<file path="src/rtl/ctt_pkg.sv">
// ============================================================================
// ctt_pkg : shared types and constants of the configuration text tokenizer
// Result kinds, error codes and the packed result batch that travels from
// the classifier to the output queue.
// ============================================================================
package ctt_pkg;

   localparam logic [2:0] KIND_TEXT  = 3'd0;
   localparam logic [2:0] KIND_SEND  = 3'd1;
   localparam logic [2:0] KIND_OPEN  = 3'd2;
   localparam logic [2:0] KIND_CLOSE = 3'd3;
   localparam logic [2:0] KIND_END   = 3'd4;
   localparam logic [2:0] KIND_ERROR = 3'd5;

   localparam logic [2:0] ERR_NONE       = 3'd0;
   localparam logic [2:0] ERR_BAD_ESCAPE = 3'd1;
   localparam logic [2:0] ERR_NL_QUOTE   = 3'd2;
   localparam logic [2:0] ERR_END_QUOTE  = 3'd3;
   localparam logic [2:0] ERR_END_ESCAPE = 3'd4;

   localparam int TEXT_BITS = 16;
   localparam int MAX_ITEMS = 3;

   // One result as seen on the result ports.
   typedef struct packed {
      logic [2:0]           kind;
      logic [TEXT_BITS-1:0] text_char;
      logic [2:0]           error_code;
   } rsp_item_type;

   // All results that one request causes; count is 1 to MAX_ITEMS.
   typedef struct packed {
      logic [1:0]                    count;
      rsp_item_type [MAX_ITEMS-1:0]  item;
   } batch_type;

   // Handshake between classifier and output queue.
   typedef struct packed {
      logic push;
      logic full;
   } batch_ctl_type;

endpackage

</file>
<file path="src/rtl/config_text_tokenizer.sv">
// ============================================================================
// config_text_tokenizer : streaming tokenizer for brace-structured config text
// Top level: request classifier followed by a batched result queue.
// ============================================================================
// The block takes one character per request and one request per clock cycle
// while full is low. Each request yields zero to three results (text
// character, string end, open or close brace, end, error); the results of a
// request are delivered in order, one per pop, and the last of them carries
// last high. A request is classified in the cycle it is accepted, so the
// scanner itself runs at one character per cycle while full is low; the
// result side drains one result per cycle while pop is high, and full
// rises when QUEUE_DEPTH requests with results are waiting.
// Requests that cause no result (whitespace, comments, the opening quote)
// never enter the queue. Only the low CHAR_BITS bits of a character count.
// After an error the block ignores characters until the end-of-input request,
// which flushes any open token, emits end and returns the scanner to reset.
// ============================================================================
module config_text_tokenizer #(
   parameter int CHAR_BITS   = 16,
   parameter int QUEUE_DEPTH = 4
) (
   input  logic                             clock,
   input  logic                             reset,
   input  logic                             push,
   output logic                             full,
   input  logic [ctt_pkg::TEXT_BITS-1:0]    req_character,
   input  logic                             req_end_of_input,
   output logic                             empty,
   input  logic                             pop,
   output logic [2:0]                       rsp_kind,
   output logic [ctt_pkg::TEXT_BITS-1:0]    rsp_text_char,
   output logic [2:0]                       rsp_error_code,
   output logic                             rsp_last
);
   import ctt_pkg::*;

   logic          accept;
   logic          batch_valid;
   batch_type     batch;
   batch_ctl_type ctl;

   // A request is taken whenever the queue has room for its batch.
   assign full   = ctl.full;
   assign accept = push && !ctl.full;

   // The classifier updates the scanner mode and builds the result batch.
   ctt_front #(
      .CHAR_BITS (CHAR_BITS)
   ) u_front (
      .clock        (clock),
      .reset        (reset),
      .accept       (accept),
      .character    (req_character),
      .end_of_input (req_end_of_input),
      .batch_valid  (batch_valid),
      .batch        (batch)
   );

   // The queue decouples the scanner from a stalled consumer.
   ctt_back #(
      .DEPTH (QUEUE_DEPTH)
   ) u_back (
      .clock      (clock),
      .reset      (reset),
      .batch      (batch),
      .batch_push (batch_valid),
      .ctl        (ctl),
      .pop        (pop),
      .empty      (empty),
      .kind       (rsp_kind),
      .text_char  (rsp_text_char),
      .error_code (rsp_error_code),
      .last       (rsp_last)
   );

endmodule

</file>
<file path="src/rtl/ctt_front.sv">
// ============================================================================
// ctt_front : request classifier of the configuration text tokenizer
// Holds the scanner mode and turns each accepted request into a batch of up
// to three results in the same cycle as it is accepted.
// ============================================================================
module ctt_front #(
   parameter int CHAR_BITS = 16
) (
   input  logic                             clock,
   input  logic                             reset,
   input  logic                             accept,
   input  logic [ctt_pkg::TEXT_BITS-1:0]    character,
   input  logic                             end_of_input,
   output logic                             batch_valid,
   output ctt_pkg::batch_type               batch
);
   import ctt_pkg::*;

   localparam int CW = (CHAR_BITS < TEXT_BITS) ? CHAR_BITS : TEXT_BITS;
   localparam logic [TEXT_BITS-1:0] CharMask =
      (CW == TEXT_BITS) ? {TEXT_BITS{1'b1}} : TEXT_BITS'((64'd1 << CW) - 64'd1);

   localparam logic [2:0] M_IDLE  = 3'd0;
   localparam logic [2:0] M_WORD  = 3'd1;
   localparam logic [2:0] M_QUOTE = 3'd2;
   localparam logic [2:0] M_ESC   = 3'd3;
   localparam logic [2:0] M_BAR   = 3'd4;
   localparam logic [2:0] M_LINE  = 3'd5;
   localparam logic [2:0] M_BLOCK = 3'd6;
   localparam logic [2:0] M_ERR   = 3'd7;

   localparam logic [TEXT_BITS-1:0] C_OPEN  = TEXT_BITS'(8'h7B);
   localparam logic [TEXT_BITS-1:0] C_CLOSE = TEXT_BITS'(8'h7D);
   localparam logic [TEXT_BITS-1:0] C_QUOTE = TEXT_BITS'(8'h22);
   localparam logic [TEXT_BITS-1:0] C_BAR   = TEXT_BITS'(8'h7C);
   localparam logic [TEXT_BITS-1:0] C_HASH  = TEXT_BITS'(8'h23);
   localparam logic [TEXT_BITS-1:0] C_BSL   = TEXT_BITS'(8'h5C);
   localparam logic [TEXT_BITS-1:0] C_N     = TEXT_BITS'(8'h6E);
   localparam logic [TEXT_BITS-1:0] C_T     = TEXT_BITS'(8'h74);
   localparam logic [TEXT_BITS-1:0] C_R     = TEXT_BITS'(8'h72);
   localparam logic [TEXT_BITS-1:0] C_TAB   = TEXT_BITS'(8'h09);
   localparam logic [TEXT_BITS-1:0] C_LF    = TEXT_BITS'(8'h0A);
   localparam logic [TEXT_BITS-1:0] C_CR    = TEXT_BITS'(8'h0D);
   localparam logic [TEXT_BITS-1:0] C_SP    = TEXT_BITS'(8'h20);

   logic [2:0] mode_ff, mode_in;
   logic       has_text_ff, has_text_in;
   logic       hash_ff, hash_in;

   logic [TEXT_BITS-1:0] c;
   logic                 is_ws, is_brace, is_newline;
   logic [2:0]           tag_kind;
   logic                 do_word;
   batch_type            b;

   // Appends one result to a batch.
   function automatic batch_type add_item(batch_type src, logic [2:0] kind,
                                          logic [TEXT_BITS-1:0] ch, logic [2:0] err);
      batch_type r;
      r = src;
      if (r.count != 2'(MAX_ITEMS)) begin
         r.item[r.count].kind       = kind;
         r.item[r.count].text_char  = ch;
         r.item[r.count].error_code = err;
         r.count                    = r.count + 2'd1;
      end
      return r;
   endfunction

   assign c          = character & CharMask;
   assign is_newline = (c == C_LF) || (c == C_CR);
   assign is_ws      = (c == C_SP) || (c == C_TAB) || is_newline;
   assign is_brace   = (c == C_OPEN) || (c == C_CLOSE);
   assign tag_kind   = (c == C_OPEN) ? KIND_OPEN : KIND_CLOSE;

   always_comb begin
      b           = '0;
      mode_in     = mode_ff;
      has_text_in = has_text_ff;
      hash_in     = hash_ff;
      do_word     = 1'b0;
      if (end_of_input) begin
         unique case (mode_ff)
            M_WORD:  b = add_item(b, KIND_SEND, '0, ERR_NONE);
            M_BAR: begin
               b = add_item(b, KIND_TEXT, C_BAR, ERR_NONE);
               b = add_item(b, KIND_SEND, '0, ERR_NONE);
            end
            M_QUOTE: b = add_item(b, KIND_ERROR, '0, ERR_END_QUOTE);
            M_ESC:   b = add_item(b, KIND_ERROR, '0, ERR_END_ESCAPE);
            default: ;
         endcase
         b           = add_item(b, KIND_END, '0, ERR_NONE);
         mode_in     = M_IDLE;
         has_text_in = 1'b0;
         hash_in     = 1'b0;
      end else begin
         unique case (mode_ff)
            M_IDLE: begin
               priority if (is_ws) begin
               end else if (c == C_QUOTE) begin
                  mode_in     = M_QUOTE;
                  has_text_in = 1'b0;
               end else if (is_brace) begin
                  b = add_item(b, tag_kind, '0, ERR_NONE);
               end else if (c == C_BAR) begin
                  mode_in     = M_BAR;
                  has_text_in = 1'b0;
               end else begin
                  b           = add_item(b, KIND_TEXT, c, ERR_NONE);
                  mode_in     = M_WORD;
                  has_text_in = 1'b1;
               end
            end
            M_WORD: do_word = 1'b1;
            M_QUOTE: begin
               priority if (c == C_QUOTE) begin
                  b           = add_item(b, KIND_SEND, '0, ERR_NONE);
                  mode_in     = M_IDLE;
                  has_text_in = 1'b0;
               end else if (c == C_BSL) begin
                  mode_in = M_ESC;
               end else if (is_brace && !has_text_ff) begin
                  // An empty quoted token drops its quote on a brace.
                  b       = add_item(b, tag_kind, '0, ERR_NONE);
                  mode_in = M_IDLE;
               end else if (is_newline) begin
                  b           = add_item(b, KIND_ERROR, '0, ERR_NL_QUOTE);
                  mode_in     = M_ERR;
                  has_text_in = 1'b0;
                  hash_in     = 1'b0;
               end else begin
                  b           = add_item(b, KIND_TEXT, c, ERR_NONE);
                  has_text_in = 1'b1;
               end
            end
            M_ESC: begin
               priority if (c == C_N || c == C_T || c == C_R || c == C_QUOTE
                            || c == C_BSL) begin
                  b = add_item(b, KIND_TEXT,
                               (c == C_N) ? C_LF : (c == C_T) ? C_TAB :
                               (c == C_R) ? C_CR : c, ERR_NONE);
                  has_text_in = 1'b1;
                  mode_in     = M_QUOTE;
               end else begin
                  b           = add_item(b, KIND_ERROR, '0, ERR_BAD_ESCAPE);
                  mode_in     = M_ERR;
                  has_text_in = 1'b0;
                  hash_in     = 1'b0;
               end
            end
            M_BAR: begin
               if (c == C_BAR || c == C_HASH) begin
                  if (has_text_ff) begin
                     b = add_item(b, KIND_SEND, '0, ERR_NONE);
                  end
                  has_text_in = 1'b0;
                  hash_in     = 1'b0;
                  mode_in     = (c == C_BAR) ? M_LINE : M_BLOCK;
               end else begin
                  // A lone bar is text; the character is then handled as inside a word.
                  b       = add_item(b, KIND_TEXT, C_BAR, ERR_NONE);
                  do_word = 1'b1;
               end
            end
            M_LINE: begin
               if (is_newline) begin
                  mode_in = M_IDLE;
               end
            end
            M_BLOCK: begin
               if (hash_ff && c == C_BAR) begin
                  mode_in = M_IDLE;
                  hash_in = 1'b0;
               end else begin
                  hash_in = (c == C_HASH);
               end
            end
            default: ;
         endcase

         if (do_word) begin
            priority if (c == C_QUOTE) begin
               b           = add_item(b, KIND_SEND, '0, ERR_NONE);
               mode_in     = M_QUOTE;
               has_text_in = 1'b0;
            end else if (is_brace) begin
               b           = add_item(b, KIND_SEND, '0, ERR_NONE);
               b           = add_item(b, tag_kind, '0, ERR_NONE);
               mode_in     = M_IDLE;
               has_text_in = 1'b0;
            end else if (is_ws) begin
               b           = add_item(b, KIND_SEND, '0, ERR_NONE);
               mode_in     = M_IDLE;
               has_text_in = 1'b0;
            end else if (c == C_BAR) begin
               mode_in     = M_BAR;
               has_text_in = 1'b1;
            end else begin
               b           = add_item(b, KIND_TEXT, c, ERR_NONE);
               mode_in     = M_WORD;
               has_text_in = 1'b1;
            end
         end
      end
   end

   always_ff @(posedge clock) begin
      if (reset) begin
         mode_ff     <= M_IDLE;
         has_text_ff <= 1'b0;
         hash_ff     <= 1'b0;
      end else if (accept) begin
         mode_ff     <= mode_in;
         has_text_ff <= has_text_in;
         hash_ff     <= hash_in;
      end
   end

   assign batch       = b;
   assign batch_valid = accept && (b.count != 2'd0);

endmodule

</file>
<file path="src/rtl/ctt_back.sv">
// ============================================================================
// ctt_back : result queue of the configuration text tokenizer
// Stores result batches and hands them out one result per pop.
// ============================================================================
module ctt_back #(
   parameter int DEPTH = 4
) (
   input  logic                             clock,
   input  logic                             reset,
   input  ctt_pkg::batch_type               batch,
   input  logic                             batch_push,
   output ctt_pkg::batch_ctl_type           ctl,
   input  logic                             pop,
   output logic                             empty,
   output logic [2:0]                       kind,
   output logic [ctt_pkg::TEXT_BITS-1:0]    text_char,
   output logic [2:0]                       error_code,
   output logic                             last
);
   import ctt_pkg::*;

   localparam int PW = (DEPTH > 1) ? $clog2(DEPTH) : 1;
   localparam int CNTW = $clog2(DEPTH + 1);

   batch_type         entry_ff [DEPTH];
   logic [PW-1:0]     wr_ptr_ff, wr_ptr_in;
   logic [PW-1:0]     rd_ptr_ff, rd_ptr_in;
   logic [CNTW-1:0]   count_ff, count_in;
   logic [1:0]        sub_ff, sub_in;

   batch_type         head;
   rsp_item_type      head_item;
   logic              do_push, do_pop, head_done;

   assign head      = entry_ff[rd_ptr_ff];
   assign head_item = head.item[sub_ff];
   assign empty     = (count_ff == '0);
   assign ctl.full  = (count_ff == CNTW'(DEPTH));
   assign ctl.push  = batch_push;
   assign last      = (sub_ff == head.count - 2'd1);

   assign kind       = head_item.kind;
   assign text_char  = head_item.text_char;
   assign error_code = head_item.error_code;

   assign do_push   = batch_push && !ctl.full;
   assign do_pop    = pop && !empty;
   assign head_done = do_pop && last;

   always_comb begin
      wr_ptr_in = wr_ptr_ff;
      rd_ptr_in = rd_ptr_ff;
      sub_in    = sub_ff;
      count_in  = count_ff;
      if (do_push) begin
         wr_ptr_in = (wr_ptr_ff == PW'(DEPTH - 1)) ? '0 : wr_ptr_ff + 1'b1;
      end
      if (do_pop) begin
         sub_in = sub_ff + 2'd1;
      end
      if (head_done) begin
         sub_in    = '0;
         rd_ptr_in = (rd_ptr_ff == PW'(DEPTH - 1)) ? '0 : rd_ptr_ff + 1'b1;
      end
      if (do_push && !head_done) begin
         count_in = count_ff + 1'b1;
      end else if (!do_push && head_done) begin
         count_in = count_ff - 1'b1;
      end
   end

   always_ff @(posedge clock) begin
      if (reset) begin
         wr_ptr_ff <= '0;
         rd_ptr_ff <= '0;
         count_ff  <= '0;
         sub_ff    <= '0;
      end else begin
         wr_ptr_ff <= wr_ptr_in;
         rd_ptr_ff <= rd_ptr_in;
         count_ff  <= count_in;
         sub_ff    <= sub_in;
      end
   end

   always_ff @(posedge clock) begin
      if (do_push) begin
         entry_ff[wr_ptr_ff] <= batch;
      end
   end

   a_count_bound: assert property (@(posedge clock) disable iff (reset)
      count_ff <= CNTW'(DEPTH))
      else $error("queue count exceeds depth");

   a_no_push_full: assert property (@(posedge clock) disable iff (reset)
      ctl.full |-> !batch_push)
      else $error("batch pushed into a full queue");

   a_sub_in_batch: assert property (@(posedge clock) disable iff (reset)
      !empty |-> (sub_ff < head.count))
      else $error("result index beyond head batch");

   a_retire: assert property (@(posedge clock) disable iff (reset)
      (head_done && !do_push) |=> (count_ff == $past(count_ff) - 1'b1) && (sub_ff == '0))
      else $error("finished batch not retired");

endmodule

</file>
<file path="config.mk">
export PLATFORM = sky130hd
export DESIGN_NAME = config_text_tokenizer
export DESIGN_NICKNAME = d
export VERILOG_FILES = /design/src/rtl/ctt_pkg.sv /design/src/rtl/config_text_tokenizer.sv /design/src/rtl/ctt_front.sv /design/src/rtl/ctt_back.sv
export SDC_FILE = /design/constraint.sdc
export NUM_CORES = 1
export LEC_CHECK = 0
export BUFFER_PORTS_ARGS = -buffer_cell sky130_fd_sc_hd__buf_2
export CAP_MARGIN = 20
export CORE_MARGIN = 4
export CORE_UTILIZATION = 50
export CTS_BUF_LIST = sky130_fd_sc_hd__clkbuf_16
export DETAILED_ROUTE_END_ITERATION = 12
export PLACE_DENSITY = 0.77
export SYNTH_ARGS = -nofsm -noshare
export SYNTH_HDL_FRONTEND = slang
export SYNTH_SLANG_ARGS = --single-unit
</file>
<file path="constraint.sdc">
create_clock -name clock -period 12.9 [get_ports clock]
set_input_delay 2.58 -clock clock [delete_from_list [all_inputs] [get_ports clock]]
set_output_delay 2.58 -clock clock [all_outputs]
set_load 0.02 [all_outputs]
</file>
Word level (Yosys, flattened, before mapping)
Memories as Yosys holds them, arrays and structs flattened. A register that Yosys moved wholly into a read port is not among the register bits.
Cells that the tools add are included.
{"block": "totals", "wordCells": 239, "ff_bits": 14, "n_memories": 1, "out_inout_bits": 25, "mem_bits_rw": 272, "input_bits": 21}
{"block": "classes", "addsub": 10, "reduce_logical": 38, "mux": 133, "order_cmp": 9, "n_eq_ne": 41}
{"name": "u_back.entry_ff", "words": 4, "width": 68, "read_ports": 1, "rd_ports_with_merged_regs": 1, "wr": 1, "line_no": "ctt_back.sv:25", "source": "batch_type entry_ff [DEPTH];"}
{"operator": "$mux 68", "n": 23}
{"operator": "$bwmux 66", "n": 15}
{"operator": "$pmux 68 s4", "n": 2}
{"operator": "$demux 22 s2", "n": 12}
{"operator": "$mux 67", "n": 3}
{"operator": "$mux 22", "n": 9}
{"operator": "$eq 16x7->1 const B", "n": 7}
{"operator": "$mux 19", "n": 4}
{"operator": "$mux 3", "n": 23}
{"operator": "$eq 16x4->1 const B", "n": 3}
{"operator": "$eq 16x6->1 const B", "n": 3}
{"operator": "$mux 16", "n": 3}
{"operator": "$bmux 22 s2", "n": 1}
{"operator": "$mux 1", "n": 27}
{"operator": "$pmux 3 s6", "n": 1}
{"operator": "$reduce_and 8->1", "n": 2}
{"operator": "$lt 2x3->1 const B", "n": 5}
{"operator": "$add 2x1->2 const B", "n": 7}
{"operator": "$mux 2", "n": 7}
{"operator": "$logic_and 1x1->1", "n": 13}
{"operator": "$eq 3x3->1 const B", "n": 4}
{"operator": "$ne 3x3->1 const B", "n": 4}
{"operator": "$ne 4x2->1 const B", "n": 3}
{"operator": "$ne 5x5->1 const B", "n": 2}
{"operator": "24 further kinds", "n": 48}

Logic depth before layout (Yosys ltp)
Gate-level depths: netlist of run 1.
{"block": "depth", "depth_word": 39, "depth_mapped": 17, "ltp_nobuf": 16}

Hierarchy
Synthesis of run 1 repeated with hierarchy kept, for this count alone.
{"block": "hier_totals", "cells_unflattened": 779, "area_unflattened_um2": 12782.3}
{"module": "ctt_back", "n_inst": 1, "area_each_um2": 10908.0, "cells_per_inst": 498, "seq_area_each_um2": 8388.0}
{"module": "ctt_front", "n_inst": 1, "area_each_um2": 1860.5, "cells_per_inst": 280, "seq_area_each_um2": 100.1}
{"module": "config_text_tokenizer", "n_inst": 1, "area_each_um2": 13.8, "cells_per_inst": 1, "seq_area_each_um2": 0.0}

Least setup slack after synthesis of run 1
Ideal clock, no wire load.
{"block": "synth_path", "path_kind": "input port to flip-flop", "start": "in req_character[8] in the netlist's numbering", "end": "mem u_back.entry_ff[0][0] in the netlist's numbering, enable pin", "t_arrival_ns": 5.697, "required_ns": 12.492, "path_slack_ns": 6.795, "setup_time_ns": 0.408, "stages": 12, "path_buffers": 2, "cell_sequence": "nor4_1 nand2_1 buf_6 buf_6 o31ai_4 o221ai_2 ha_1 inv_1 o21ai_1 a221oi_2 a21oi_2 and2_1"}
{"block": "synth_between", "elab_chain_len": 24, "elab_cells_between_ends": 49, "cone_classes": "add/sub (2); eq/ne (12); mux (27); reduce/logical (8)"}
{"element": "start, declared", "line_no": "config_text_tokenizer.sv:26", "source": "input logic [ctt_pkg::TEXT_BITS-1:0] req_character,"}
{"element": "$eq 16x7->1, on equally long branches"}
{"element": "$mux 67 / $logic_or 1x1->1 (equally long branches)", "line_no": "ctt_front.sv:106, ctt_front.sv:73"}
{"element": "$mux 68", "line_no": "ctt_front.sv:104", "source": "end else if (is_brace) begin"}
{"element": "$mux 68", "line_no": "ctt_front.sv:101", "source": "end else if (c == C_QUOTE) begin"}
{"element": "$mux 68", "line_no": "ctt_front.sv:100", "source": "priority if (is_ws) begin"}
{"element": "$pmux 68 s4", "line_no": "ctt_front.sv:98", "source": "unique case (mode_ff)"}
{"element": "$mux 68", "line_no": "ctt_front.sv:82", "source": "if (end_of_input) begin"}
{"element": "$add 2x1->2 / $ne 2x2->1 (equally long branches)", "line_no": "ctt_front.sv:65, ctt_front.sv:61"}
{"element": "[9 not listed]"}
{"element": "$mux 68 (*)", "line_no": "ctt_front.sv:182", "source": "if (do_word) begin"}
{"element": "$mux 68 (*)", "line_no": "ctt_front.sv:82"}
{"element": "$reduce_bool 2->1 (*)", "line_no": "ctt_front.sv:221", "source": "assign batch_valid = accept && (b.count != 2'd0);"}
{"element": "$logic_and 1x1->1 (*)", "line_no": "ctt_front.sv:221"}
{"element": "$logic_and 1x1->1 (*)", "line_no": "ctt_back.sv:46", "source": "assign do_push = batch_push && !ctl.full;"}
{"element": "named net u_back.do_push", "line_no": "ctt_back.sv:33", "source": "logic do_push, do_pop, head_done;"}
{"element": "$mux 1 (*)", "line_no": "ctt_back.sv:87", "source": "if (do_push) begin"}
{"element": "$mux 1 (not written as such) (*)", "line_no": "ctt_back.sv:88", "source": "entry_ff[wr_ptr_ff] <= batch;"}
{"element": "end, declared", "line_no": "ctt_back.sv:25"}
The timed path passes the listed nets; every way through them passes the cells marked *. The select of a mux whose other input is x is not followed.

Worst setup path after layout of run 1
{"block": "layout_path", "start": "in req_character[12] in the netlist's numbering", "end": "reg u_back.count_ff[2]"}
{"block": "layout_between", "elab_chain_len": 25, "elab_cells_between_ends": 52, "cone_classes": "add/sub (2); eq/ne (12); mux (26); reduce/logical (12)"}
{"element": "$eq 16x7->1, on equally long branches"}
{"element": "$mux 67 / $logic_or 1x1->1 (equally long branches)", "line_no": "ctt_front.sv:106, ctt_front.sv:73"}
{"element": "$mux 68", "line_no": "ctt_front.sv:104"}
{"element": "$mux 68", "line_no": "ctt_front.sv:101"}
{"element": "$mux 68", "line_no": "ctt_front.sv:100"}
{"element": "$pmux 68 s4", "line_no": "ctt_front.sv:98"}
{"element": "$mux 68", "line_no": "ctt_front.sv:82"}
{"element": "$add 2x1->2 / $ne 2x2->1 (equally long branches)", "line_no": "ctt_front.sv:65, ctt_front.sv:61"}
{"element": "[10 not listed]"}
{"element": "$mux 68 (*)", "line_no": "ctt_front.sv:82"}
{"element": "$reduce_bool 2->1 (*)", "line_no": "ctt_front.sv:221"}
{"element": "$logic_and 1x1->1 (*)", "line_no": "ctt_front.sv:221"}
{"element": "$logic_and 1x1->1 (*)", "line_no": "ctt_back.sv:46"}
{"element": "named net u_back.do_push", "line_no": "ctt_back.sv:33"}
{"element": "$logic_not 1->1", "line_no": "ctt_back.sv:67", "source": "end else if (!do_push && head_done) begin"}
{"element": "$logic_and 1x1->1", "line_no": "ctt_back.sv:67"}
{"element": "$reduce_bool 2->1 (no line)"}
{"element": "end signal, assigned", "line_no": "ctt_back.sv:81", "source": "count_ff <= count_in;"}
{"element": "end, declared", "line_no": "ctt_back.sv:28", "source": "logic [CNTW-1:0] count_ff, count_in;"}
Marked as above.
A chain may end at the register's enable or synchronous reset.

==> results of run 1 <==
==> final cells by class <==
type	instances	area (sq um)	share of cell area (%)
flip-flops and latches	200	5850	57.6
clock buffers	17	425	4.19
inverters	14	52.6	0.518
well taps	229	287	2.82
repair buffers	54	297	2.92
multi-input cells	364	3120	30.8
clock inverters	15	119	1.17
==> layer usage <==
| layer | vias to the layer above | routed length, um | GRT usage [%] |
|---|---|---|---|
| met3 | 30 | 1150 | 3.73 |
| li1 | 2477 | - | - |
| met2 | 210 | 9930 | 32.9 |
| met5 | - | 0 | 0 |
| met4 | 0 | 384 | 6.24 |
| met1 | 2751 | 8060 | 26.6 |
==> layout by cell type (no fill, tap or decap), drive strengths merged, types with 17 or more instances in the layout <==
cell type / n
edfxtp: 184
buf: 54
nor2: 47
mux4: 46
nand2: 35
mux2i: 25
and2: 25
a21oi: 22
inv: 18
clkbuf: 17
o21ai: 17
==> where the power goes <==
part	switching, mW	internal [mW]	total [mW]
combinational	0.247	0.171	0.417
sequential	0.0328	0.794	0.827
clock	0.233	0.250	0.483
total	0.513	1.21	1.73
==> sequential cells by signal, summed over array words and instances (netlist names), named ones only <==
register,cells
u_front.hash_ff,1
u_back.entry_ff,184
u_back.rd_ptr_ff,2
u_back.wr_ptr_ff,2
u_front.has_text_ff,1
u_back.count_ff,3
u_front.mode_ff,3
u_back.sub_ff,2
==> critical path, stage by stage <==
cell and delay [ns]:
buf_2 0.12, nor4_1 0.51, nand2_1 0.60, a21oi_1 0.53, nand2b_1 0.23, o221ai_2 0.22
ha_1 0.35, inv_1 0.03, o21ai_1 0.15, a221oi_2 0.10, a21oi_2 0.31, ha_1 0.24
inv_1 0.06, fa_1 0.42, xor2_1 0.18, or3_1 0.31, a21oi_1 0.15
==> worst paths after layout <==
path	startpoint	end	slack [ns]	cells after the start
setup / recovery	req_character[12]	u_back.count_ff[2]	6.17	17
hold / removal	u_back.rd_ptr_ff[0]	flip-flop	0.49	2
setup reg to reg	u_front.mode_ff[2]	u_back.count_ff[2]	9.13	12
hold reg to reg	u_back.rd_ptr_ff[0]	flip-flop	0.49	2
==> kinds of logic (layout without fill, tap and decap cells) <==
logic type               after synthesis  after routing  synth area share (%)
flip-flops                           200            200                  63.7
AND/OR/NAND/NOR                      192            192                  11.2
AO/OA/AOI/OAI                         87             87                  6.92
multiplexers                          73             73                  14.3
buffers and inverters                 48            100                  2.33
adder cells (fa/ha/maj)                8              8                  1.17
XOR/XNOR                               4              4                 0.382
==> metrics.log, run 1 <==
[metrics] status: finished clean
[metrics] H-Tree Depth: 4
[metrics] post-layout instance area: 10200 sq um
[metrics] max_slew headroom: 24.2%
[metrics] post-route non-filler standard cell count: 893
[metrics] Post-Route Skew: 0.0125 ns
[metrics] Skew-Pair Late Insertion Delay: 0.43 ns
[metrics] aggregate routed wire length: 19500 um
[metrics] CTS tree: built
[metrics] IO Count: 46
[metrics] Post-Synthesis Mean Instance Area: 15.0 sq um
[metrics] standard-cell row count: 49
[metrics] unrepaired setup endpoints after global routing: no
[metrics] pin count of the biggest net entering global routing: 47
[metrics] final routed wire length divided by cell count: 21.9 um
[metrics] time the final worst path needs with I/O delays and setup: 6.73 ns
[metrics] leakage dissipation: 3.42 nW
[metrics] via count of the first global-routing pass: 5421
[metrics] vias per cell: 6.12
[metrics] path category of the worst min-delay check: flip-flop to flip-flop
[metrics] post-synthesis register bit count: 200
[metrics] post-synth net total: 641
[metrics] number of hold-repair buffers added at the cts stage: 0
[metrics] number of nets in the layout: 680
[metrics] Power Density: 170 nW/um^2
[metrics] required time of the critical path: 13.26 ns
[metrics] top cells by count, synth: edfxtp_1 (184), mux4_2 (46), nor2_1 (46)
[metrics] buffers inserted by post-CTS timing repair: 0
[metrics] crit end category: flip-flop
[metrics] end-of-flow core utilization: 56.3%
[metrics] area leader, netlist: edfxtp_1
[metrics] overall via count from detail_route: 5468
[metrics] clock slew seen by the registers of the worst setup and hold paths: 0.07 ns
[metrics] Buffers on Ports: 45
[metrics] Longest Clk Path Bufs: 2
[metrics] actual transition at the worst max-transition pin: 1.14 ns
[metrics] wire length of the first global-routing pass: 30500 um
[metrics] grt ovf: 0
[metrics] Layout Area Growth over Synthesis: 10.6%
[metrics] initial antenna violation count: 0
[metrics] instance count of the mapped netlist: 612
[metrics] area of the core: 18000 sq um
[metrics] count of final hold-check violations: 0
[metrics] type of the setup path with the least slack: input port to flip-flop
[metrics] Die Area: 20600 sq um
[metrics] largest cells by area after synthesis: edfxtp_1 (60%), mux4_2 (11%), dfxtp_1 (3.5%)
[metrics] quantity of gates resized following cts: 0
[metrics] sequential cell area fraction in the yosys report: 63.7%
[metrics] count of antenna diodes in the layout: 0
[metrics] yosys synthesis warning count: 0
[metrics] DP Wirelength: 12900 um
[metrics] IR Drop Worst-Case VDD: 0.106 mV
[metrics] clock root buffer master: clkbuf_16
[metrics] Setup Total Neg Slack: 0 ns
[metrics] number of placed instances with taps included: 860
[metrics] Total GRT Usage: 19.8%
[metrics] post-placement setup slack: 5.69 ns
[metrics] fin. max-slew vios: 0
[metrics] die width: 143 um
[metrics] Worst Setup Start Kind: input port
[metrics] total power consumption of the routed design: 1.73 mW
[metrics] final setup violation count: 0
[metrics] die extent in y: 143 um
[metrics] final setup slack of the worst path: 6.17 ns
[metrics] number of nets with antenna violations after detailed routing: 0
[metrics] fill count: 1385
[metrics] reported max-cap violation count: 0
[metrics] Post-synth ARST share: 0%
[metrics] weighted congestion at the end of routability-driven global placement: 0.912
[metrics] Max Clock Freq: 0.149 GHz
[metrics] TritonCTS buffer count: 17
[metrics] predominant post-synthesis flop cell: edfxtp_1
[metrics] DRC: 0
[metrics] EDFF count, synth: 184
[metrics] Distinct cells, synth: 67
[metrics] first-iteration detailed-routing DRC count: 450
[metrics] post-place instance area: 9600 sq um
[metrics] library cell with the highest instance count after synthesis: edfxtp_1
[metrics] share of the synthesized area in the top cell type: 60.2%
[metrics] netlist area before placement: 9180 sq um
[metrics] clock sink count: 200
[metrics] worst hold slack: 0.492 ns
[metrics] crit-path max FO: 20
[metrics] share of layout cells above drive strength 1: 23.2%
[metrics] length of the first detailed-routing pass in iterations: 7
[metrics] arrival time worst endpoint: 7.09 ns
[metrics] starting density of the core: 50.9%
[metrics] share of the clock period used by the worst path after layout: 52.1%
Note: power is estimated with default switching activity, not from simulation.
==> run 2, diff against run 1 <==
--- a/config.mk
+++ b/config.mk
@@ -11,7 +11,7 @@
 export CORE_UTILIZATION = 50
 export CTS_BUF_LIST = sky130_fd_sc_hd__clkbuf_16
 export DETAILED_ROUTE_END_ITERATION = 12
-export PLACE_DENSITY = 0.77
+export PLACE_DENSITY = 0.8
 export SYNTH_ARGS = -nofsm -noshare
 export SYNTH_HDL_FRONTEND = slang
 export SYNTH_SLANG_ARGS = --single-unit
==> constraint.sdc (replaced) <==
create_clock -name clock -period 5.6 [get_ports clock]
set_input_delay 1.12 -clock clock [delete_from_list [all_inputs] [get_ports clock]]
set_output_delay 1.12 -clock clock [all_outputs]
set_load 0.02 [all_outputs]
==> run 2 against run 1 <==
  * First-iteration DRC count increased by 9.3%
  * Non-clock buffer count increased by 5
  * Clock skew decreased by 0.0029 ns
  * Via count increased by 1.7%
  * Setup slack got worse by 5.6 ns
  * Worst hold slack improved by 0.0089 ns
  * Utilization increased by 0.74 points
  * Clock-buffer cell count unchanged
  * Final cell count increased by 0.45%
  * Register-to-register slack got worse by 7.4 ns
  * Design area increased by 1.3%
  * Critical endpoint unchanged
  * Largest cell class unchanged
  * Largest power group unchanged
  * Highest routed layer unchanged
==> metrics.log, run 2 (same netlist as run 1, synthesis figures left out) <==
[metrics] leakage dissipation: 3.47 nW (+1.7%)
[metrics] clock root buffer master: clkbuf_16
[metrics] Longest Clk Path Bufs: 2 (unchanged)
[metrics] quantity of gates resized following cts: 0 (unchanged)
[metrics] Layout Area Growth over Synthesis: 12.1%
[metrics] die extent in y: 143 um (unchanged)
[metrics] count of cells along the worst register-to-register path: 14 (+2)
[metrics] DP Wirelength: 12700 um (-1.4%)
[metrics] DRC: 0 (unchanged)
[metrics] fill count: 1368 (-1.2%)
[metrics] Total GRT Usage: 20.3% (+0.51 points)
[metrics] overall via count from detail_route: 5560 (+1.7%)
[metrics] clock slew seen by the registers of the worst setup and hold paths: 0.07 ns (about the same)
[metrics] length of the first detailed-routing pass in iterations: 5 (-2)
[metrics] post-placement setup slack: 0.200 ns (-5.49 ns)
[metrics] Setup Total Neg Slack: 0 ns (unchanged)
[metrics] share of layout cells above drive strength 1: 23.8% (+0.61 points)
[metrics] source of the worst register-to-register timing path: u_front.mode_ff[0]
[metrics] number of nets in the layout: 685 (+0.74%)
[metrics] required time of the critical path: 5.96 ns (-7.30 ns)
[metrics] sequential cell area: 5850 sq um (unchanged)
[metrics] Buffers on Ports: 45 (unchanged)
[metrics] TritonCTS buffer count: 17 (unchanged)
[metrics] post-place instance area: 9690 sq um (+0.99%)
[metrics] count of final hold-check violations: 0 (unchanged)
[metrics] Die Area: 20600 sq um (unchanged)
[metrics] final setup violation count: 0 (unchanged)
[metrics] number of nets with antenna violations after detailed routing: 0 (unchanged)
[metrics] actual transition at the worst max-transition pin: 0.848 ns (-0.289 ns)
[metrics] unrepaired setup endpoints after global routing: no
[metrics] multi-input gate area in the final layout: 3120 sq um (unchanged)
[metrics] vias per cell: 6.20 (+1.2%)
[metrics] aggregate routed wire length: 20100 um (+2.9%)
[metrics] grt ovf: 0 (unchanged)
[metrics] arrival time worst endpoint: 5.43 ns (-1.66 ns)
[metrics] Critical Path Source: req_character[12]
[metrics] area of the core: 18000 sq um (unchanged)
[metrics] Skew-Pair Late Insertion Delay: 0.42 ns (about the same)
[metrics] IO Count: 46 (unchanged)
[metrics] count of antenna diodes in the layout: 0 (unchanged)
[metrics] minimum setup slack among reg-to-reg paths: 1.72 ns (-7.41 ns)
[metrics] IR Drop Worst-Case VDD: 0.296 mV (+180%)
[metrics] Worst Setup Start Kind: input port
[metrics] met3 GRT Util: 3.99% (+0.27 points)
[metrics] clock sink count: 200 (unchanged)
[metrics] met1 layer usage reported by global route: 27.0% (+0.37 points)
[metrics] reported max-cap violation count: 0 (unchanged)
[metrics] total power consumption of the routed design: 4.10 mW (+140%)
[metrics] Hold Path Sink: u_back.wr_ptr_ff[1]
[metrics] number of hold-repair buffers added at the cts stage: 0 (unchanged)
[metrics] fin. max-slew vios: 0 (unchanged)
[metrics] capturing point of the worst reg2reg path: u_back.count_ff[2]
[metrics] H-Tree Depth: 4 (unchanged)
[metrics] GRT busiest layer: met2
[metrics] pin count of the biggest net entering global routing: 47 (unchanged)
[metrics] Reg with most FFs: u_back.entry_ff
[metrics] weighted congestion at the end of routability-driven global placement: 0.952 (+4.4%)
[metrics] status: finished clean
[metrics] post-layout instance area: 10300 sq um (+1.3%)
[metrics] Global Route met2 Usage: 33.8% (+0.98 points)
[metrics] largest registers: u_back.entry_ff x184, u_back.count_ff x3, u_front.mode_ff x3
[metrics] worst hold stages: 2 (unchanged)
[metrics] share of the clock period used by the worst path after layout: 90.5%
[metrics] buffers inserted by post-CTS timing repair: 0 (unchanged)
[metrics] Post-Route Skew: 0.00963 ns (-0.00292 ns)
[metrics] start point of the worst min-delay path: u_back.wr_ptr_ff[1]
[metrics] initial antenna violation count: 0 (unchanged)
[metrics] standard-cell row count: 49 (unchanged)
[metrics] most common library cell in the layout ignoring fill and taps: edfxtp_1
[metrics] wire length of the first global-routing pass: 31600 um (+3.4%)
[metrics] path category of the worst min-delay check: flip-flop to flip-flop
[metrics] crit end category: flip-flop
[metrics] time the final worst path needs with I/O delays and setup: 5.07 ns
[metrics] max_slew headroom: 43.2% (+19 points)
[metrics] Power Density: 399 nW/um^2 (+130%)
[metrics] final routed wire length divided by cell count: 22.4 um (+2.4%)
[metrics] post-route non-filler standard cell count: 897 (+0.45%)
[metrics] starting density of the core: 50.9% (unchanged)
[metrics] crit-path max FO: 10 (-50%)
[metrics] number of placed instances with taps included: 866 (+0.70%)
[metrics] final setup slack of the worst path: 0.530 ns (-5.64 ns)
[metrics] die width: 143 um (unchanged)
[metrics] first-iteration detailed-routing DRC count: 492 (+9.3%)
[metrics] max FFs per register: 184 (unchanged)
[metrics] commonest cells after routing, fill and taps aside: edfxtp_1 (184), nor2_1 (46), mux4_2 (46)
[metrics] CTS tree: built
[metrics] Max Clock Freq: 0.197 GHz
[metrics] via count of the first global-routing pass: 5598 (+3.3%)
[metrics] end-of-flow core utilization: 57.1% (+0.74 points)
[metrics] worst hold slack: 0.501 ns (+0.00887 ns)
[metrics] type of the setup path with the least slack: input port to flip-flop
run 2: cell types whose count changed in the layout (fill, tap and decap cells not counted), sizes merged:
cell / before / now
buf: 54 / 59
bufinv: 0 / 2
clkinv: 9 / 6
run 2: worst max-delay path: stages:
cell	delay [ns]
buf_2	0.12
nor4_1	0.59
nand2_1	0.48
a21oi_1	0.45
o221ai_2	0.31
ha_1	0.36
inv_1	0.03
o21ai_1	0.16
a221oi_2	0.10
a21oi_2	0.32
ha_1	0.24
inv_1	0.07
fa_1	0.43
xor2_1	0.18
or3_1	0.32
a21oi_1	0.14
run 2: area by class of cell:
cell class	instances	area share (%)
inverter	14	0.511
clock inverter	14	1.63
clock buffer	17	4.14
sequential	200	56.9
timing repair buffer	59	3.70
multi-input combinational	364	30.4
tap	229	2.79
run 2: worst max path at each step:
stage | endpoint | cells past startpoint
3_5_place_dp | u_back.count_ff[2] | 16
3_3_place_gp | u_back.count_ff[2] | 16
6_report | u_back.count_ff[2] | 16
2_1_floorplan | u_back.entry_ff[3][0] | 12
5_1_grt | u_back.count_ff[2] | 16
4_1_cts | u_back.count_ff[2] | 16
run 2: per-layer routing:
layer  wire (um)  vias up
li1            -     2487
met1        8120     2816
met2       10300      222
met3        1260       35
met4         416        0
met5           0        -
run 2: power by group:
group | internal (mW) | switching, mW | total, mW
clock network | 0.669 | 0.542 | 1.21
logic | 0.405 | 0.574 | 0.979
registers | 1.83 | 0.0842 | 1.91
total | 2.90 | 1.20 | 4.10
